[src/sv/efc_pkg.sv]
package efc_pkg;

  localparam logic [15:0] CRC_INIT = 16'hFFFF;
  localparam logic [15:0] CRC_POLY = 16'hA001;
  localparam logic [13:0] LEN_MAX  = 14'd9999;
  localparam logic [7:0]  CHAR_HASH = 8'h23;
  localparam logic [7:0]  CHAR_ZERO = 8'h30;
  localparam logic [7:0]  CHAR_A    = 8'h61;
  localparam int          QDEPTH   = 4;

  typedef struct packed {
    logic [7:0]  data_byte;
    logic        first_byte;
    logic        last_byte;
    logic [13:0] segment_length;
  } in_word_t;

  typedef struct packed {
    logic [7:0] out_byte;
    logic       run_last;
    logic       packet_end;
  } out_word_t;

  // One classified input word as it waits for the output sequencer.
  typedef struct packed {
    logic [7:0]  data_byte;
    logic        first_byte;
    logic        close_pkt;
    logic [13:0] len;
    logic [15:0] crc;
  } entry_t;

  typedef struct packed {
    logic full;
    logic empty;
  } q_stat_t;

  typedef enum logic [3:0] {
    PH_HASH0,
    PH_HASH1,
    PH_LEN3,
    PH_LEN2,
    PH_LEN1,
    PH_LEN0,
    PH_DATA,
    PH_CRC3,
    PH_CRC2,
    PH_CRC1,
    PH_CRC0
  } phase_t;

endpackage

[src/sv/env_packet_framer_crc16_unit.sv]
// Channel  Ports                          Carries
// input    in_valid, in_stall, in_word    one data byte with first/last marks and length
// output   out_valid, out_stall, out_word one framed byte with run_last and packet_end
//
// A word with no marks gives one output byte, a word opening a packet gives seven (header,
// four length digits, data) and a word closing one gives five (data, four CRC digits).
// One byte leaves per cycle while out_stall is low, so plain data flows at one word per
// cycle; the four-entry queue absorbs header and CRC bursts. An accepted word is written
// into the queue, and its first byte then moves into the output register when emitted.
// Reset empties the queue, clears out_valid and sets the CRC to 0xFFFF; in_stall rises
// only while the queue is full, and out_stall holds the output register while it is valid.
module env_packet_framer_crc16_unit (
  input  logic               clk,
  input  logic               rst_n,
  input  logic               in_valid,
  output logic               in_stall,
  input  efc_pkg::in_word_t  in_word,
  output logic               out_valid,
  input  logic               out_stall,
  output efc_pkg::out_word_t out_word
);

  efc_pkg::q_stat_t q_stat;
  efc_pkg::entry_t  push_entry;
  efc_pkg::entry_t  head;
  logic             push;
  logic             pop;

  assign in_stall = q_stat.full;

  efc_front u_front (
    .clk        (clk),
    .rst_n      (rst_n),
    .in_valid   (in_valid),
    .in_word    (in_word),
    .q_stat     (q_stat),
    .push       (push),
    .push_entry (push_entry)
  );

  efc_queue u_queue (
    .clk        (clk),
    .rst_n      (rst_n),
    .push       (push),
    .push_entry (push_entry),
    .pop        (pop),
    .head       (head),
    .q_stat     (q_stat)
  );

  efc_back u_back (
    .clk       (clk),
    .rst_n     (rst_n),
    .head      (head),
    .q_stat    (q_stat),
    .pop       (pop),
    .out_valid (out_valid),
    .out_stall (out_stall),
    .out_word  (out_word)
  );

endmodule

[src/sv/efc_front.sv]
module efc_front (
  input  logic              clk,
  input  logic              rst_n,
  input  logic              in_valid,
  input  efc_pkg::in_word_t in_word,
  input  efc_pkg::q_stat_t  q_stat,
  output logic              push,
  output efc_pkg::entry_t   push_entry
);

  logic [15:0] crc_r;
  logic [15:0] crc_nxt;
  logic [15:0] crc_base;
  logic [15:0] crc_new;
  logic        close_pkt;
  logic [13:0] len_sat;

  function automatic logic [15:0] crc_fold(logic [15:0] crc, logic [7:0] b);
    logic [15:0] r;
    r = {8'h00, crc[15:8] ^ b};
    for (int k = 0; k < 8; k++) begin
      if (r[0]) begin
        r = (r >> 1) ^ efc_pkg::CRC_POLY;
      end else begin
        r = r >> 1;
      end
    end
    return r;
  endfunction

  assign push = in_valid && !q_stat.full;

  // A one-byte packet cannot be closed in the same word; it stays open.
  assign close_pkt = in_word.last_byte && !in_word.first_byte;
  assign len_sat   = (in_word.segment_length > efc_pkg::LEN_MAX) ?
                     efc_pkg::LEN_MAX : in_word.segment_length;
  assign crc_base  = in_word.first_byte ? efc_pkg::CRC_INIT : crc_r;
  assign crc_new   = crc_fold(crc_base, in_word.data_byte);

  always_comb begin
    crc_nxt = crc_r;
    if (push) begin
      crc_nxt = close_pkt ? efc_pkg::CRC_INIT : crc_new;
    end
  end

  always_ff @(posedge clk) begin
    if (!rst_n) begin
      crc_r <= efc_pkg::CRC_INIT;
    end else begin
      crc_r <= crc_nxt;
    end
  end

  always_comb begin
    push_entry.data_byte  = in_word.data_byte;
    push_entry.first_byte = in_word.first_byte;
    push_entry.close_pkt  = close_pkt;
    push_entry.len        = len_sat;
    push_entry.crc        = crc_new;
  end

endmodule

[src/sv/efc_queue.sv]
module efc_queue (
  input  logic             clk,
  input  logic             rst_n,
  input  logic             push,
  input  efc_pkg::entry_t  push_entry,
  input  logic             pop,
  output efc_pkg::entry_t  head,
  output efc_pkg::q_stat_t q_stat
);

  localparam int PW = $clog2(efc_pkg::QDEPTH);
  localparam int CW = $clog2(efc_pkg::QDEPTH + 1);

  efc_pkg::entry_t mem_r [efc_pkg::QDEPTH];
  logic [PW-1:0]   wptr_r, wptr_nxt;
  logic [PW-1:0]   rptr_r, rptr_nxt;
  logic [CW-1:0]   cnt_r, cnt_nxt;

  assign q_stat.full  = (cnt_r == CW'(efc_pkg::QDEPTH));
  assign q_stat.empty = (cnt_r == '0);
  assign head         = mem_r[rptr_r];

  always_comb begin
    wptr_nxt = wptr_r;
    rptr_nxt = rptr_r;
    cnt_nxt  = cnt_r;
    if (push) begin
      wptr_nxt = (wptr_r == PW'(efc_pkg::QDEPTH - 1)) ? '0 : wptr_r + 1'b1;
    end
    if (pop) begin
      rptr_nxt = (rptr_r == PW'(efc_pkg::QDEPTH - 1)) ? '0 : rptr_r + 1'b1;
    end
    if (push && !pop) begin
      cnt_nxt = cnt_r + 1'b1;
    end else if (pop && !push) begin
      cnt_nxt = cnt_r - 1'b1;
    end
  end

  always_ff @(posedge clk) begin
    if (!rst_n) begin
      wptr_r <= '0;
      rptr_r <= '0;
      cnt_r  <= '0;
    end else begin
      wptr_r <= wptr_nxt;
      rptr_r <= rptr_nxt;
      cnt_r  <= cnt_nxt;
    end
  end

  always_ff @(posedge clk) begin
    if (push) begin
      mem_r[wptr_r] <= push_entry;
    end
  end

endmodule

[src/sv/efc_back.sv]
module efc_back (
  input  logic               clk,
  input  logic               rst_n,
  input  efc_pkg::entry_t    head,
  input  efc_pkg::q_stat_t   q_stat,
  output logic               pop,
  output logic               out_valid,
  input  logic               out_stall,
  output efc_pkg::out_word_t out_word
);

  efc_pkg::phase_t    ph_r, ph_nxt, cur_ph;
  logic               act_r, act_nxt;
  logic [13:0]        rem_r, rem_nxt;
  logic               out_valid_r, out_valid_nxt;
  efc_pkg::out_word_t out_word_r, emit_word;
  logic               load;
  logic               emit;
  logic               done;
  logic [13:0]        rem_src;
  logic [13:0]        pw;
  logic [3:0]         dig;
  logic [13:0]        sub;
  logic [3:0]         nib;

  function automatic logic [7:0] hex_char(logic [3:0] v);
    if (v < 4'd10) begin
      return efc_pkg::CHAR_ZERO + 8'(v);
    end
    return efc_pkg::CHAR_A + 8'(v - 4'd10);
  endfunction

  assign load = !out_valid_r || !out_stall;
  assign emit = load && !q_stat.empty;
  assign pop  = emit && done;

  // A fresh entry starts with the header when it opens a packet.
  assign cur_ph = act_r ? ph_r :
                  (head.first_byte ? efc_pkg::PH_HASH0 : efc_pkg::PH_DATA);

  // Next state.
  always_comb begin
    ph_nxt  = ph_r;
    act_nxt = act_r;
    if (emit) begin
      act_nxt = !done;
      case (cur_ph)
        efc_pkg::PH_HASH0: ph_nxt = efc_pkg::PH_HASH1;
        efc_pkg::PH_HASH1: ph_nxt = efc_pkg::PH_LEN3;
        efc_pkg::PH_LEN3:  ph_nxt = efc_pkg::PH_LEN2;
        efc_pkg::PH_LEN2:  ph_nxt = efc_pkg::PH_LEN1;
        efc_pkg::PH_LEN1:  ph_nxt = efc_pkg::PH_LEN0;
        efc_pkg::PH_LEN0:  ph_nxt = efc_pkg::PH_DATA;
        efc_pkg::PH_DATA:  ph_nxt = efc_pkg::PH_CRC3;
        efc_pkg::PH_CRC3:  ph_nxt = efc_pkg::PH_CRC2;
        efc_pkg::PH_CRC2:  ph_nxt = efc_pkg::PH_CRC1;
        efc_pkg::PH_CRC1:  ph_nxt = efc_pkg::PH_CRC0;
        default:           ph_nxt = efc_pkg::PH_HASH0;
      endcase
    end
  end

  // Decimal digits are peeled off the length one per cycle, while the output is not stalled,
  // by comparing against the multiples of the current power of ten.
  always_comb begin
    rem_src = (cur_ph == efc_pkg::PH_LEN3) ? head.len : rem_r;
    case (cur_ph)
      efc_pkg::PH_LEN3: pw = 14'd1000;
      efc_pkg::PH_LEN2: pw = 14'd100;
      efc_pkg::PH_LEN1: pw = 14'd10;
      default:          pw = 14'd1;
    endcase
    dig = '0;
    sub = '0;
    for (int k = 1; k < 10; k++) begin
      if (rem_src >= pw * 14'(k)) begin
        dig = 4'(k);
        sub = pw * 14'(k);
      end
    end
  end

  // Outputs of the sequencer.
  always_comb begin
    emit_word.out_byte   = head.data_byte;
    emit_word.run_last   = 1'b0;
    emit_word.packet_end = 1'b0;
    done                 = 1'b0;
    rem_nxt              = rem_r;
    nib                  = head.crc[3:0];
    case (cur_ph)
      efc_pkg::PH_CRC3: nib = head.crc[15:12];
      efc_pkg::PH_CRC2: nib = head.crc[11:8];
      efc_pkg::PH_CRC1: nib = head.crc[7:4];
      default:          nib = head.crc[3:0];
    endcase
    case (cur_ph)
      efc_pkg::PH_HASH0,
      efc_pkg::PH_HASH1: begin
        emit_word.out_byte = efc_pkg::CHAR_HASH;
      end
      efc_pkg::PH_LEN3,
      efc_pkg::PH_LEN2,
      efc_pkg::PH_LEN1,
      efc_pkg::PH_LEN0: begin
        emit_word.out_byte = efc_pkg::CHAR_ZERO + 8'(dig);
        if (emit) begin
          rem_nxt = rem_src - sub;
        end
      end
      efc_pkg::PH_DATA: begin
        emit_word.out_byte = head.data_byte;
        emit_word.run_last = !head.close_pkt;
        done               = !head.close_pkt;
      end
      efc_pkg::PH_CRC3,
      efc_pkg::PH_CRC2,
      efc_pkg::PH_CRC1: begin
        emit_word.out_byte = hex_char(nib);
      end
      default: begin
        emit_word.out_byte   = hex_char(nib);
        emit_word.run_last   = 1'b1;
        emit_word.packet_end = 1'b1;
        done                 = 1'b1;
      end
    endcase
  end

  assign out_valid_nxt = load ? !q_stat.empty : out_valid_r;

  always_ff @(posedge clk) begin
    if (!rst_n) begin
      ph_r        <= efc_pkg::PH_DATA;
      act_r       <= 1'b0;
      out_valid_r <= 1'b0;
    end else begin
      ph_r        <= ph_nxt;
      act_r       <= act_nxt;
      out_valid_r <= out_valid_nxt;
    end
  end

  always_ff @(posedge clk) begin
    rem_r <= rem_nxt;
    if (emit) begin
      out_word_r <= emit_word;
    end
  end

  assign out_valid = out_valid_r;
  assign out_word  = out_word_r;

endmodule
[config.mk]
export PLATFORM = sky130hd
export DESIGN_NAME = env_packet_framer_crc16_unit
export DESIGN_NICKNAME = d
export VERILOG_FILES = /design/src/sv/efc_pkg.sv /design/src/sv/env_packet_framer_crc16_unit.sv /design/src/sv/efc_front.sv /design/src/sv/efc_queue.sv /design/src/sv/efc_back.sv
export SDC_FILE = /design/constraint.sdc
export NUM_CORES = 1
export LEC_CHECK = 0
export BUFFER_PORTS_ARGS = -buffer_cell sky130_fd_sc_hd__buf_4
export CAP_MARGIN = 25
export CORE_ASPECT_RATIO = 1.2
export CORE_MARGIN = 10
export CORE_UTILIZATION = 50
export DETAILED_ROUTE_END_ITERATION = 8
export HOLD_SLACK_MARGIN = 0.05
export PLACE_DENSITY = 0.72
export SLEW_MARGIN = 20
export SYNTH_ARGS = -nofsm -noshare
export SYNTH_HDL_FRONTEND = slang
export SYNTH_SLANG_ARGS = --single-unit
[constraint.sdc]
create_clock -name clk -period 9.4 [get_ports clk]
set_input_delay 2.82 -clock clk [delete_from_list [all_inputs] [get_ports clk]]
set_output_delay 2.82 -clock clk [all_outputs]
set_load 0.01 [all_outputs]
==> flow_metrics.env <==
export IMPL_status="finished clean"
export IMPL_cts_sinks=183
export IMPL_report_final_slew_viol_count=0
export IMPL_die_y_microns=188
export IMPL_met3_usage_pct=4.14
export IMPL_grt_pass1_wl_microns=51100
export IMPL_slew_limit_headroom_pct=42.1
export IMPL_cts_tree="yes"
export IMPL_hold_path_class="reg -> reg"
export IMPL_max_freq_mhz=115
export IMPL_synth_adder_area_share_pct=13.0
export IMPL_post_synth_top_count_cell="edfxtp_1"
export IMPL_finalCritPeriodShare_pct=92.4
export IMPL_dr_pass1_iters=6
export IMPL_use_met1_pct=27.1
export IMPL_io_pins=40
export IMPL_maxCapViolations=0
export IMPL_core_sq_mm=0.0232
export IMPL_critPathLaunchType="flop"
export IMPL_top_usage_layer="met2"
export IMPL_yosys_area_share_simple_pct=11.7
export IMPL_wl_microns=32800
export IMPL_drc=0
export IMPL_global_route_usage_met2_pct=36.0
export IMPL_period_minus_slack_ps=8690
export IMPL_place_gp_congestion=0.976
export IMPL_worst_path_max_delay_cell="mux4_2"
export IMPL_vias=8728
export IMPL_synth_top_family_by_area="compound AO/OA/AOI/OAI gates"
export IMPL_hold_buffers=0
export IMPL_postSynthCellCount=1037
export IMPL_path_common_cell="ha_1"
export IMPL_setup_viol=0
export IMPL_async_flop_share_pct=0
export IMPL_diodes=0
export IMPL_syn_avg_cell_area_sq_um=11.4
export IMPL_drive_gt1_share_pct=14.4
export IMPL_grt_max_degree=34
export IMPL_grt_util_all_layers_pct=21.6
export IMPL_drt_initial_drc_count=610
export IMPL_clkTransAtPathRegs_ps=80
export IMPL_synth_commonest_cells="edfxtp_1 (160), ha_1 (115), nand2_1 (72)"
export IMPL_cp_required_ps=9580
export IMPL_synth_edf_count=160
export IMPL_tns_ps=0
export IMPL_wl_per_cell_microns=23.2
export IMPL_tightest_slew_ps=868
export IMPL_dp_cells=1382
export IMPL_hold_viol=0
export IMPL_synth_seq_cells=183
export IMPL_root_buffer="clkbuf_16"
export IMPL_port_buffers=39
export IMPL_ys_warn_count=0
export IMPL_arrival_ps=8870
export IMPL_clock_latency_ps=430
export IMPL_rows=61
export IMPL_synth_cell_types=85
export IMPL_cp_max_fo=15
export IMPL_die_width_microns=160
export IMPL_nets=1235
export IMPL_synth_top_area_share_pct=40.8
export IMPL_cp_startpoint="u_queue.mem_r[2][31]$_DFFE_PP_"
export IMPL_fin_util_pct=56.9
export IMPL_cpPeakStageDelay_ps=530
export IMPL_synth_top_area_cell="edfxtp_1"
export IMPL_grt_overflow_total=0
export IMPL_synth_compound_area_share_pct=15.0
export IMPL_synthFlopType="edfxtp_1"
export IMPL_fin_cells=1416
export IMPL_cts_htree_levels=4
export IMPL_muxShareOfSynthArea_pct=7.86
export IMPL_crit_path_end_kind="flop"
export IMPL_ant_nets=0
export IMPL_min_from="u_back.out_valid$_SDFFE_PN0P_"
export IMPL_fin_skew_ps=13.8
export IMPL_syn_area_sq_mm=0.0118
export IMPL_dp_hpwl_microns=24300
export IMPL_vias_per_cell=6.16
export IMPL_synth_xor_area_share_pct=4.53
export IMPL_r2r_start="u_queue.mem_r[2][31]$_DFFE_PP_"
export IMPL_grt_pass1_vias=8800
export IMPL_cts_buffers=17
export IMPL_yosys_top_cells_area="edfxtp_1 (41%), ha_1 (12%), mux4_2 (5.9%), dfxtp_1 (3.9%), xnor2_1 (3.6%)"
export IMPL_crit_type="reg -> reg"
export IMPL_cts_buffer_depth=2
export IMPL_yosysSeqAreaShare_pct=44.7
export IMPL_start_util_pct=50.8
export IMPL_die_area_sq_mm=0.0301
export IMPL_whs_ps=485
export IMPL_antenna_found_initial=0
export IMPL_area_growth_pct=12.0
## critical path, delay by kind of cell (launching register included)
kind	cells	cell delay, ps
simple gates	7	720
compound gates	19	3630
fa+ha+maj	6	1820
flops	1	370
mux	1	530
xor+xnor	2	330
buf+inv	9	1050
## final cells by class
type,instances,area (sq um)
Sequential cell,183,5270
Inverter,55,210
Clock inverter,14,188
Multi-Input combinational cell,761,6170
Fill cell,1997,10000
Timing Repair Buffer,70,526
Tap cell,315,394
Clock buffer,18,450
## registers in the layout (all words and copies together) (netlist names), named ones only
signal / count
u_back.act_r: 1
u_back.out_valid: 1
u_back.out_word: 10
u_back.ph_r: 4
u_back.rem_r: 14
u_front.crc_r: 8
u_queue.cnt_r: 3
u_queue.mem_r: 136
u_queue.rptr_r: 2
u_queue.wptr_r: 2
## kinds of logic (layout without fill, tap and decap cells)
| kind of cell | after synthesis | after routing |
|---|---|---|
| AND/OR/NAND/NOR | 276 | 276 |
| other | 2 | 3 |
| XOR/XNOR | 61 | 61 |
| adder cells (fa/ha/maj) | 120 | 120 |
| AO/OA/AOI/OAI | 252 | 252 |
| buffers and inverters | 94 | 157 |
| flip-flops | 183 | 183 |
| multiplexers | 49 | 49 |
## routing by layer
metal / share of wire [%] / wire length (microns)
met5: 0 / 0
met4: 3.2 / 1050
met3: 5.5 / 1820
met2: 49 / 16000
met1: 43 / 14000
## layout by cell type, fill, tap and decap left out, types with 22 or more instances in the layout
cell and n:
a21oi_1 48, nand3_1 24, o21ai_0 39, xnor2_1 49, dfxtp_1 22, edfxtp_1 160, nand2_1 72, mux4_2 31
inv_1 51, a21o_1 29, ha_1 114, nor2b_1 23, buf_4 70, nor2_1 57
## path summary, 6_finish.rpt
path,end,slack [ps],cells past startpoint
worst max-delay path,u_back.rem_r[12]$_DFFE_PP_,710,44
worst max register to register,u_back.rem_r[12]$_DFFE_PP_,710,44
worst min register to register,u_back.out_valid$_SDFFE_PN0P_,480,2
worst min-delay path,u_back.out_valid$_SDFFE_PN0P_,480,2
## metrics by stage
step / worst slack [ps] / instance area, sq um
floorplan: 536 / 11800
global placement: 458 / 12500
detailed placement: 224 / 12500
CTS: 183 / 13200
global route: -18.6 / 13200
finish: 712 / 13200
## what timing repair did
action,CTS,global route
buffers inserted,0,2
setup endpoints to repair,0,5
resized for setup,0,7
Power is not shown: default switching activity piles up to over one toggle a cycle in this logic, so the estimate is an artifact.
